### src/hdl/gam_pkg.sv
// Package for the grouped affine minimum evaluator.
// Holds the payload structs, command and register codes, and the saturation helper.
// No dependencies.
package gam_pkg;

    localparam logic [1:0] OP_LOAD_ROW   = 2'd0;
    localparam logic [1:0] OP_LOAD_GROUP = 2'd1;
    localparam logic [1:0] OP_EVAL       = 2'd2;
    localparam logic [1:0] OP_RESERVED   = 2'd3;

    localparam logic [1:0] REG_GROUPS_IN_USE   = 2'd0;
    localparam logic [1:0] REG_SLICE_CENTER    = 2'd1;
    localparam logic [1:0] REG_SLICE_GENERATOR = 2'd2;

    localparam logic [31:0] GEN_RESET = 32'd65536;
    localparam logic signed [31:0] VALUE_MAX = 32'sh7FFF_FFFF;
    localparam logic signed [31:0] VALUE_MIN = 32'sh8000_0000;

    typedef struct packed {
        logic [1:0]         opcode;
        logic [9:0]         entry_index;
        logic signed [31:0] coef_a;
        logic signed [31:0] offset_b;
        logic [9:0]         group_first_row;
        logic [10:0]        group_row_count;
        logic signed [31:0] eval_value;
    } gam_in_t;

    typedef struct packed {
        logic [5:0]         group_number;
        logic signed [31:0] constraint_value;
        logic signed [31:0] gradient;
        logic [9:0]         min_row_index;
        logic               empty_group;
        logic               last;
    } gam_out_t;

    typedef enum logic [1:0] {
        CMD_ROW,
        CMD_GROUP,
        CMD_EVAL
    } gam_kind_t;

    typedef struct packed {
        gam_kind_t          kind;
        logic [9:0]         idx;
        logic signed [31:0] coef_a;
        logic signed [31:0] offset_b;
        logic [9:0]         first_row;
        logic [10:0]        row_count;
        logic signed [31:0] value;
    } gam_cmd_t;

    typedef struct packed {
        logic [6:0]         groups_in_use;
        logic signed [31:0] slice_center;
        logic signed [31:0] slice_generator;
    } gam_cfg_t;

    typedef enum logic [3:0] {
        ST_IDLE,
        ST_GRP_RD,
        ST_GRP_DATA,
        ST_WRAP,
        ST_ROW_RD,
        ST_MUL_LO,
        ST_MUL_HI,
        ST_DIV_GO,
        ST_DIV_WAIT,
        ST_CMP,
        ST_GRAD_GO,
        ST_GRAD_WAIT,
        ST_EMIT
    } gam_state_t;

    // Saturates a 65-bit signed value to 32 bits.
    function automatic logic signed [31:0] sat32(input logic signed [64:0] x);
        logic fits;
        begin
            fits = (x[64:31] == {34{1'b0}}) || (x[64:31] == {34{1'b1}});
            if (fits) begin
                sat32 = x[31:0];
            end else if (x[64]) begin
                sat32 = VALUE_MIN;
            end else begin
                sat32 = VALUE_MAX;
            end
        end
    endfunction

endpackage

### src/hdl/gam_front.sv
// Input side: accepts items, drops reserved opcodes and out-of-table loads,
// and queues the rest as commands. Depends on gam_pkg.
module gam_front #(
    parameter int MAX_ROWS   = 1024,
    parameter int MAX_GROUPS = 64
) (
    input  logic              aclk,
    input  logic              aresetn,
    input  logic              s_valid,
    output logic              s_ready,
    input  gam_pkg::gam_in_t  s_data,
    output logic              cmd_valid,
    output gam_pkg::gam_cmd_t cmd,
    input  logic              cmd_pop
);

    localparam logic [31:0] ROWS_W   = 32'(MAX_ROWS);
    localparam logic [31:0] GROUPS_W = 32'(MAX_GROUPS);

    gam_pkg::gam_cmd_t q_mem [2];
    logic              wp_reg, rp_reg;
    logic [1:0]        cnt_reg, cnt_next;
    gam_pkg::gam_cmd_t cls;
    logic              keep;
    logic              push;

    always_comb begin
        cls.kind      = gam_pkg::CMD_EVAL;
        cls.idx       = s_data.entry_index;
        cls.coef_a    = s_data.coef_a;
        cls.offset_b  = s_data.offset_b;
        cls.first_row = s_data.group_first_row;
        cls.row_count = s_data.group_row_count;
        cls.value     = s_data.eval_value;
        keep          = 1'b0;
        unique case (s_data.opcode)
            gam_pkg::OP_LOAD_ROW: begin
                cls.kind = gam_pkg::CMD_ROW;
                keep     = {22'd0, s_data.entry_index} < ROWS_W;
            end
            gam_pkg::OP_LOAD_GROUP: begin
                cls.kind = gam_pkg::CMD_GROUP;
                keep     = {22'd0, s_data.entry_index} < GROUPS_W;
            end
            gam_pkg::OP_EVAL: begin
                keep = 1'b1;
            end
            default: begin
                keep = 1'b0;
            end
        endcase
    end

    assign s_ready   = (cnt_reg != 2'd2);
    assign push      = s_valid && s_ready && keep;
    assign cmd_valid = (cnt_reg != 2'd0);
    assign cmd       = q_mem[rp_reg];

    always_comb begin
        cnt_next = cnt_reg;
        if (push && !cmd_pop) begin
            cnt_next = cnt_reg + 2'd1;
        end else if (!push && cmd_pop) begin
            cnt_next = cnt_reg - 2'd1;
        end
    end

    always_ff @(posedge aclk) begin
        if (!aresetn) begin
            wp_reg  <= 1'b0;
            rp_reg  <= 1'b0;
            cnt_reg <= 2'd0;
        end else begin
            cnt_reg <= cnt_next;
            if (push) begin
                wp_reg <= ~wp_reg;
            end
            if (cmd_pop) begin
                rp_reg <= ~rp_reg;
            end
        end
    end

    always_ff @(posedge aclk) begin
        if (push) begin
            q_mem[wp_reg] <= cls;
        end
    end

endmodule

### config.mk
export PLATFORM = sky130hd
export DESIGN_NAME = gam_front
export DESIGN_NICKNAME = d
export VERILOG_FILES = /design/src/hdl/gam_pkg.sv /design/src/hdl/gam_front.sv
export SDC_FILE = /design/constraint.sdc
export NUM_CORES = 1
export LEC_CHECK = 0
export BUFFER_PORTS_ARGS = -buffer_cell sky130_fd_sc_hd__buf_2
export CORE_AREA = 4 4 205 157
export DETAILED_ROUTE_END_ITERATION = 10
export DIE_AREA = 0 0 209 161
export PLACE_DENSITY = 0.61
export SLEW_MARGIN = 20
export SYNTH_ARGS = -nofsm -noshare
export SYNTH_HDL_FRONTEND = slang
export SYNTH_SLANG_ARGS = --single-unit
### constraint.sdc
create_clock -name aclk -period 14.25 [get_ports aclk]
set_clock_uncertainty 0.15 [all_clocks]
set_input_delay 2.85 -clock aclk [delete_from_list [all_inputs] [get_ports aclk]]
set_output_delay 2.85 -clock aclk [all_outputs]
set_load 0.005 [all_outputs]
# Word-level counts from Yosys, hierarchy flattened

Memory sizes are Yosys's and may differ from the RTL's. A register that Yosys moved wholly into a read port is not among the register bits.
Index checks and enable logic that the tools add are counted.
W data, S select, Z words.

Output and inout port bits: 131
Latch bits: 0
Word-level logic and storage cells: 30
Input port bits: 133
Register bits after elaboration: 4
Memories kept: 1
Memory bits (writable): 258
Bits in read-only memories: 0

Reduce and logical (&&, ||, !) cells: 10
Shift operators: 0
$add $sub $neg: 2
Equality and inequality tests: 3
Bitwise logic cells: 2
Divide/modulo/power cells: 0
Multipliers: 0
$lt $le $gt $ge: 1
Mux-type cells: 8

Memories:

| memory | words | width | rd ports | clocked after Yosys merged registers in | wr ports | RTL line        | source |
|---|---|---|---|---|---|---|---|
| q_mem  | 2     | 129   | 1        | 1                                       | 1        | gam_front.sv:20 | `gam_pkg::gam_cmd_t q_mem [2];` |

Operators by type and width:

| operator              | count |
|---|---|
| $lt A10 B7 Y1 const B | 1 |
| $logic_and A1 B1 Y1   | 4 |
| $mux W1               | 4 |
| $mux W2               | 2 |
| $pmux W2 S2           | 1 |
| $reduce_bool A2 Y1    | 2 |
| $add A2 B1 Y2 const B | 1 |
| $eq A2 B1 Y1 const B  | 1 |
| $eq A2 B2 Y1 const B  | 1 |
| $logic_not A1 Y1      | 2 |
| $logic_not A2 Y1      | 1 |
| $ne A2 B2 Y1 const B  | 1 |
| $not A1 Y1            | 2 |
| $pmux W1 S2           | 1 |
| $reduce_or A2 Y1      | 1 |
| $sub A2 B1 Y2 const B | 1 |

# Logic depth before layout (Yosys ltp)

Gate-level depths: netlist of the first run.

Word-level depth: 8
Depth in mapped cells: 7
Mapped depth without buffers: 7

# Worst setup path after synthesis of the first run

OpenSTA, ideal clock, no wires.

Kind: input-to-reg
Start: input port s_data[126] in the netlist's numbering
End: memory q_mem[1][0] in the netlist's numbering (enable)
Setup slack: 6944 ps
Path buffers: 0
Library setup time: 503 ps
Stages on the path: 4
Data required time: 13597 ps
Arrival: 6654 ps
Cell sequence: or4_1 o21ai_1 and3_4 and2_1

Cells in the longest elaborated chain, start to end: 5

RTL lines:

| item                          | RTL line        | source |
|---|---|---|
| start, declared               | gam_front.sv:11 | `input gam_pkg::gam_in_t s_data,` |
| $lt A10 B7 Y1                 | gam_front.sv:43 | `keep = {22'd0, s_data.entry_index} < GROUPS_W;` |
| $pmux W1 S2                   | gam_front.sv:36 | `unique case (s_data.opcode)` |
| $logic_and A1 B1 Y1           | gam_front.sv:55 | `assign push = s_valid && s_ready && keep;` |
| $mux W1                       | gam_front.sv:85 | `if (push) begin` |
| $mux W1 (implied by the code) | gam_front.sv:86 | `q_mem[wp_reg] <= cls;` |
| end, declared                 | gam_front.sv:20 |  |

Every way passes these cells.

# Worst setup path after layout of the first run

Start: input port s_data[126] in the netlist's numbering
End: memory q_mem[1][15] in the netlist's numbering (enable)

The elaborated chain is that of the path after synthesis.

==> metrics.md, run 1 <==
| Metric | Value |
|---|---|
| Initial antenna violation count | 1 |
| Achievable frequency | 0.1781 GHz |
| Hold buffer count at cts | 0 |
| CTS tree | built |
| Post-synthesis sequential area ratio | 0.8242 |
| Final TNS setup | 0 ns |
| WL/cell | 16.95 µm |
| Syn. warnings | 0 |
| # setup viols final | 0 |
| Max Cap Viol | 0 |
| Startpoint types | primary input |
| Synth Register Bits | between 200 and 300 |
| Synthesis-to-finish area growth | 28.61% |
| Layout Utilization | 0.4081 |
| Clock buffer count from CTS | 27 |
| Critical path class | in2reg |
| CTS root buf | clkbuf_16 |
| Vias | a little under 5000 |
| Largest cells by area after synthesis | edfxtp_1, mux2_1, mux2_2 |
| CP Capture Type | flop |
| Count of port buffers added during placement | 263 |
| Synth Instances | 430 |
| Final Cell Area | roughly 12000 µm² |
| Power Total | around 1800 µW |
| Critical path fanouts, max | 67 |
| Number of global-route vias before repair | between 5000 and 6000 |
| Max_slew headroom | 0.3375 |
| Core footprint | around 30000 µm² |
| RSZ-0062 raised after global routing | no |
| Worst Tran Pin Value | 0.9938 ns |
| Syn_nets | 564 |
| Tmin final | between 5 and 6 ns |
| Status | completed |
| Largest net degree at the start of global routing | roughly 70 |
| Fin. max-slew vios | 0 |
| Die Ht | roughly 160 µm |
| Clock sinks | 263 |
| Clock insertion delay at the later pin of the skew report | 0.52 ns |
| Commonest non-fill, non-tap cells in the layout | buf_2, edfxtp_1, mux2_1 |
| Post-DP HPWL | approximately 13000 µm |
| H-tree depth | 1 |
| Pwr Density | around 150 nW/µm² |
| Period utilization | 0.3941 |
| Synth top area share | 0.8137 |
| GRT Residual Overflow | 0 |
| Drt first pass iters | 4 |
| Synthesized area per cell | around 22 µm² |
| Vias per cell | around 4.3 |
| Lkg Pwr | 0.004503 µW |
| Clock slew at reported path FFs | roughly 0.06 ns |
| Post-CTS sizing | 0 |
| Diode count | 0 |
| Most common cell after layout, fill and taps aside | buf_2 |
| Dpl cell area | ~11000 µm² |
| Post-Route WL | roughly 19000 µm |
| Fill cell count | between 2000 and 3000 |
| Post-synth top area cell | edfxtp_1 |
| Initial Utilization | 0.3173 |
| Share of cells above drive strength 1 | 0.4393 |
| 1st-iter DRT viols | between 200 and 250 |
| Io pins | about 260 |
| Critical path required time | about 14 ns |
| Max reg flops | 258 |
| Die area | approximately 34000 µm² |
| Number of cell rows | 55 |
| Post-CTS Setup Bufs | 0 |
| GP Congestion | approximately 0.7 |
| Worst hold slack | ~0.34 ns |
| First-pass GRT wire length | around 30000 µm |
| Total track usage | 0.1098 |
| Final ANT Viol Nets | 0 |
| Clk buf depth | 3 |
| Die width | between 200 and 250 µm |
| Synth unique cells | 24 |
| Hold Vio Cnt, Final | 0 |
| Class of the worst hold path | reg2reg |
| DRC | 0 |
| Final nets | around 850 |
| CP Data Arrival Time | around 5.6 ns |
| Synth Cell Area | 9522 µm² |
| Worst vdd ir | 0.00009877 V |
final timing paths:
check              start      endpoint  slack (ns)  depth (start not counted)
max          s_data[126]  q_mem[1][15]        8.63                          6
min               wp_reg        wp_reg        0.34                          2
max reg2reg   cnt_reg[0]  q_mem[1][15]       11.18                          4
min reg2reg       wp_reg        wp_reg        0.34                          2
through the flow:
stage | worst slack [ns] | std cells
after CTS | 8.613 | 1132
after global placement | 8.037 | 1082
after detailed placement | 8.042 | 1082
after floorplan | 6.944 | 430
after global routing | 8.460 | 1132
final | 8.634 | 1132
cell type report:
| class | instances | area (µm²) | share of cell area |
|---|---|---|---|
| multi-input cells | 150 | 1600 | 0.1307 |
| flip-flops and latches | 263 | 7851 | 0.6412 |
| clock buffers | 30 | 686.9 | 0.05609 |
| inverters | 2 | 7.507 | 0.0006131 |
| well taps | 399 | 499.2 | 0.04077 |
| clock inverters | 20 | 246.5 | 0.02013 |
| repair buffers | 268 | 1354 | 0.1106 |
Yosys cell counts:
master and n:
nor2b_1 1, and2_1 1, mux2i_1 1, inv_1 2, buf_2 12, and2b_1 1
nand2b_1 2, nor2_1 3, xor2_1 2, nand2_1 1, o21ai_0 1, edfxtp_1 258
or3_1 1, clkbuf_1 3, o21ai_1 1, or2_2 1, or4_1 1, a21oi_1 1
xnor2_1 1, dfxtp_1 5, mux2_2 10, and3_4 1, mux2_1 119, ha_1 1
metal layers:
layer / track usage / part of all wire / vias up / routed length (µm)
met4: 0.02846 / 0.020 / 2 / 393
li1: - / - / 2276 / -
met2: 0.1626 / 0.44 / 168 / 8530
met1: 0.1563 / 0.45 / 2422 / 8723
met3: 0.03728 / 0.079 / 35 / 1522
met5: 0 / 0.00068 / - / 13
report_power, final:
| group | switching [µW] | leakage (µW) | internal (µW) |
|---|---|---|---|
| sequential | 9.11 | 0.00241 | 895 |
| combinational | 82.3 | 0.00164 | 70.5 |
| clock | 278 | 0.000454 | 454 |
| total | 369 | 0.00450 | 1420 |
critical path, cell delays in order:
cell	delay (ns)
buf_2	0.11
or4_1	0.52
o21ai_1	0.13
and3_4	0.22
and2_4	0.70
buf_4	0.88
cell families (layout without fill, tap and decap cells):
kind of cell | Yosys count | in the layout | share of synthesized area
DFF | 263 | 263 | 0.8242
muxes | 130 | 130 | 0.1536
and+or+nand+nor | 13 | 13 | 0.008280
adders and majority gates | 1 | 1 | 0.001314
AOI/OAI and AO/OA | 3 | 3 | 0.001575
buffers and inverters | 17 | 320 | 0.008279
xor gates and xnor gates | 3 | 3 | 0.002760
Power figures use the tool's default switching activity.
==> run 2: changes to the inputs <==
==> constraint.sdc (replaced) <==
create_clock -name aclk -period 5.5 [get_ports aclk]
set_clock_uncertainty 0.15 [all_clocks]
set_input_delay 1.1 -clock aclk [delete_from_list [all_inputs] [get_ports aclk]]
set_output_delay 1.1 -clock aclk [all_outputs]
set_load 0.005 [all_outputs]
==> metrics.md, run 2 (same netlist as run 1, synthesis figures left out) <==
| Metric | Value |
|---|---|
| Critical path fanouts, max | 37 |
| Die Ht | between 150 and 200 µm |
| Clock slew at reported path FFs | 0.06 ns |
| RR Endpoint | q_mem[1][103] |
| Clock power frac | 0.399 |
| Cell internal pwr | about 3600 µW |
| # setup viols final | 0 |
| WL/cell | approximately 17 µm |
| Logic gate share of total power | 0.087 |
| Launching point of the worst reg2reg path | cnt_reg[0] |
| Critical path required time | roughly 4.3 ns |
| Number of global-route vias before repair | between 5000 and 6000 |
| Class of the worst hold path | reg2reg |
| Die width | approximately 210 µm |
| Period utilization | 0.6504 |
| Cells along the critical path | buf_4 -> mux2_1 -> buf_2 |
| CP Data Arrival Time | 2.33 ns |
| GP Congestion | roughly 0.71 |
| Die area | about 34000 µm² |
| Largest stage delay on the critical path | about 0.64 ns |
| Critical path class | reg2out |
| CP Capture Type | primary output |
| Worst Hold Path EP | wp_reg |
| Max_slew headroom | 0.4823 |
| Final TNS setup | 0 ns |
| Drt first pass iters | 4 |
| Commonest non-fill, non-tap cells in the layout | buf_2, edfxtp_1, mux2_1 |
| Pre-CTS setup slack | around 1.7 ns |
| Total track usage | 0.1096 |
| Lkg Pwr | 0.004515 µW |
| Final ANT Viol Nets | 0 |
| Synthesis-to-finish area growth | 28.94% |
| Max reg flops | between 200 and 300 |
| Pwr Density | around 370 nW/µm² |
| Count of port buffers added during placement | 263 |
| Post-Route WL | 19080 µm |
| Io pins | 264 |
| Hold buffer count at cts | 0 |
| Vias | between 4000 and 5000 |
| Initial Utilization | 0.3173 |
| Achievable frequency | 0.2795 GHz |
| Min-Delay Startpoint | wp_reg |
| Share of cells above drive strength 1 | 0.4467 |
| Initial antenna violation count | 7 |
| Number of cell rows | 55 |
| Most common cell after layout, fill and taps aside | buf_2 |
| Core footprint | about 30000 µm² |
| 1st-iter DRT viols | 182 |
| First-pass GRT wire length | 29240 µm |
| CTS tree | built |
| Critical path buffers and inverters | 2 |
| Cell family with most CP delay | buffers and inverters |
| Flop2flop setup slack | 3.06 ns |
| Post-CTS sizing | 0 |
| Max Cap Viol | 0 |
| Tmin final | around 3.6 ns |
| Largest net degree at the start of global routing | 64 |
| Post-DP HPWL | 12490 µm |
| Clock buffer count from CTS | 28 |
| Hold Vio Cnt, Final | 0 |
| Clock sinks | 263 |
| Fin. max-slew vios | 0 |
| Clock insertion delay at the later pin of the skew report | 0.53 ns |
| Worst-case reg-to-reg path depth | 4 |
| H-tree depth | 1 |
| DRC | 0 |
| Worst Tran Pin Value | 0.7765 ns |
| RSZ-0062 raised after global routing | no |
| Switching Fraction | 0.2105 |
| Hold path depth | 2 |
| Slowest CP cell | dfxtp_4 |
| Vias per cell | roughly 4.3 |
| Switch Pwr | just under 1000 µW |
| Worst vdd ir | roughly 0.00024 V |
| Final nets | 848 |
| Post-CTS Setup Bufs | 0 |
| CTS root buf | clkbuf_16 |
| Startpoint types | flop |
| Sequential power share | 0.514 |
| Status | completed |
| GRT Residual Overflow | 0 |
| Clk buf depth | 3 |
| Worst Setup Slack, final | 1.923 ns |
==> run 2: worst register-to-register path: stages (launching register included) <==
cell	delay (ns)
dfxtp_1	0.40
nand2b_1	0.16
and3_4	0.22
and2_4	0.65
buf_4	0.50
==> run 2: metal layers <==
layer	wire, µm	global-route usage
met2	8507	0.1675
met1	8432	0.1487
met3	1781	0.04427
met4	329	0.02431
met5	28	0
==> run 2: how the worst max path moves through the flow <==
stage | startpoint | end | slack, ns | depth (start not counted)
after detailed placement | s_data[126] | q_mem[1][51] | 1.65 | 6
final | flop | cmd[28] | 1.92 | 3
after global placement | s_data[126] | q_mem[1][55] | 1.69 | 6
after CTS | flop | cmd[28] | 1.84 | 3
after floorplan | s_data[126] | q_mem[0][0] | 0.14 | 4
after global routing | flop | cmd[28] | 1.78 | 3
==> run 2: power groups by stage <==
stage	registers [µW]	logic, µW	clock network (µW)
after CTS	2350	410	1890
after detailed placement	2390	407	0
after floorplan	2380	195	0
after global placement	2390	405	0
after global routing	2350	439	1990
final	2350	395	1820
==> run 2: stage by stage <==
step	area (µm²)	hold slack, ns	std cells	util	total power (µW)
floorplan	9523	0.2968	430	-	2580
global placement	11370	0.3278	1083	0.3789	2791
detailed placement	11370	0.3280	1083	0.3789	2797
CTS	12270	0.3370	1131	0.4089	4644
global route	12270	0.3553	1133	0.4091	4784
finish	12280	0.3311	1134	0.4092	4561
==> run 2: cell type report <==
type                    count  area [µm²]
repair buffers            269        1411
inverters                   2       7.507
fillers                  2756       17730
clock inverters            17       166.4
flip-flops and latches    263        7851
clock buffers              31       733.2
diodes                      3       7.507
multi-input cells         150        1600
well taps                 399       499.2
==> run 3: changes to the inputs <==
==> constraint.sdc (replaced) <==
create_clock -name aclk -period 3.7 [get_ports aclk]
set_clock_uncertainty 0.15 [all_clocks]
set_input_delay 0.74 -clock aclk [delete_from_list [all_inputs] [get_ports aclk]]
set_output_delay 0.74 -clock aclk [all_outputs]
set_load 0.005 [all_outputs]
==> metrics.md, run 3 (same netlist as run 1, synthesis figures left out) <==
| Metric | Value |
|---|---|
| Status | completed |
| Hold buffer count at cts | 0 |
| Fill cell count | between 2000 and 3000 |
| Initial Utilization | 0.3173 |
| DRC | 0 |
| Io pins | between 200 and 300 |
| CP Data Arrival Time | 1.85 ns |
| Tmin final | about 2.7 ns |
| Clk buf depth | 3 |
| 1st-iter DRT viols | about 230 |
| Drt first pass iters | 4 |
| First-pass GRT wire length | 29230 µm |
| Commonest non-fill, non-tap cells in the layout | buf_2, edfxtp_1, mux2_1 |
| Initial antenna violation count | 0 |
| Final TNS setup | 0 ns |
| Clock buffer count from CTS | 27 |
| CTS root buf | clkbuf_16 |
| Clock power frac | 0.403 |
| Startpoint types | flop |
| Cells along the critical path | buf_12 -> mux2_1 -> buf_2 |
| Max Cap Viol | 0 |
| Critical path class | reg2out |
| Largest stage delay on the critical path | roughly 0.4 ns |
| Final Cell Area | 12300 µm² |
| Die width | roughly 210 µm |
| Largest net degree at the start of global routing | between 60 and 70 |
| Synthesis-to-finish area growth | 29.22% |
| Clock sinks | 263 |
| Share of cells above drive strength 1 | 0.4407 |
| Logic gate share of total power | 0.089 |
| Worst Tran Pin Value | between 0.4 and 0.5 ns |
| Slowest CP cell | mux2_1 |
| Count of port buffers added during placement | 263 |
| # setup viols final | 0 |
| Most common cell after layout, fill and taps aside | buf_2 |
| Lkg Pwr | ~0.0045 µW |
| Max reg flops | around 260 |
| Hold Vio Cnt, Final | 0 |
| Die Ht | 161 µm |
| Final ANT Viol Nets | 0 |
| Diode count | 0 |
| CP Capture Type | primary output |
| Sequential power share | 0.507 |
| Flop2flop setup slack | 1.70 ns |
| RSZ-0062 raised after global routing | no |
| Switch Pwr | 1433 µW |
| Fin. max-slew vios | 0 |
| Worst vdd ir | between 0.0003 and 0.0004 V |
| Core footprint | 30000 µm² |
| Number of global-route vias before repair | approximately 5100 |
| Clock slew at reported path FFs | ~0.060 ns |
| Vias | 4888 |
| CTS tree | built |
| Max_slew headroom | 0.6978 |
| Class of the worst hold path | in2reg |
| Dpl cell area | approximately 11000 µm² |
| Post-DP HPWL | 12810 µm |
| WL/cell | ~17 µm |
| Total track usage | 0.1097 |
| Achievable frequency | approximately 0.36 GHz |
| Post-Route WL | between 15000 and 20000 µm |
| GP Congestion | ~0.71 |
| Pwr Density | 556.6 nW/µm² |
| Period utilization | 0.7412 |
| Switching Fraction | 0.2092 |
| Critical path required time | 2.81 ns |
| Post-CTS Setup Bufs | 0 |
| Critical path fanouts, max | 68 |
| GRT Residual Overflow | 0 |
| Post-CTS sizing | 0 |
| Die area | approximately 34000 µm² |
| Final nets | about 850 |
| Number of cell rows | between 50 and 60 |
| Clock insertion delay at the later pin of the skew report | around 0.53 ns |
| H-tree depth | 1 |
| Cell internal pwr | roughly 5400 µW |
| Vias per cell | 4.318 |
==> run 3: changes by cell type in the layout (fill, tap and decap cells not counted), sizes merged <==
cell | previous run | this run
diode | 3 | 0
clkinv | 13 | 9
clkbuf | 31 | 32
inv | 2 | 3
buf | 269 | 270
bufinv | 3 | 5
==> run 3: final timing paths <==
check             startpoint           end  cells after the start
setup reg to reg  cnt_reg[0]  q_mem[1][29]                      4
setup / recovery        flop       cmd[21]                      3
hold reg to reg       wp_reg        wp_reg                      2
hold / removal     s_data[6]   q_mem[1][6]                      1
==> run 3: power groups by stage <==
stage,combinational [µW],clock (µW),sequential (µW)
3_5_place_dp,630,0,3540
6_report,612,2760,3470
4_1_cts,634,2860,3480
2_1_floorplan,291,0,3530
3_3_place_gp,628,0,3530
5_1_grt,675,3000,3480
==> run 3: critical path: cells and delay by family, from the launching register on <==
family / cells / cell delay, ns
buffers and inverters: 2 / 0.45
flip-flops: 1 / 0.37
multiplexers: 1 / 0.40
==> run 3: final cells by class <==
class	count	area, µm²	share of cell area
Clock buffer	32	694.4	0.05644
Sequential cell	263	7851	0.6381
Tap cell	399	499.2	0.04057
Clock inverter	16	207.7	0.01688
Timing Repair Buffer	270	1444	0.1173
Inverter	2	7.507	0.0006101
Multi-Input combinational cell	150	1600	0.1301
==> run 3: routing by layer <==
metal / wire, µm / global-route usage / vias up
li1: - / - / 2274
met1: 8879 / 0.1542 / 2387
met2: 8726 / 0.1684 / 195
met3: 1400 / 0.03165 / 32
met4: 503 / 0.02935 / 0
met5: 0 / 0 / -
==> run 3: through the flow <==
stage               std cells  total power [µW]    util  hold slack (ns)  setup WS [ns]
floorplan                 430              3823       -           0.3011         0.4769
global placement         1084              4160  0.3800           0.3186         0.6674
detailed placement       1084              4169  0.3800           0.3258         0.6590
CTS                      1132              6969  0.4101           0.2087         0.9051
global route             1132              7160  0.4101           0.2143         0.8754
finish                   1132              6848  0.4101           0.2469         0.9577
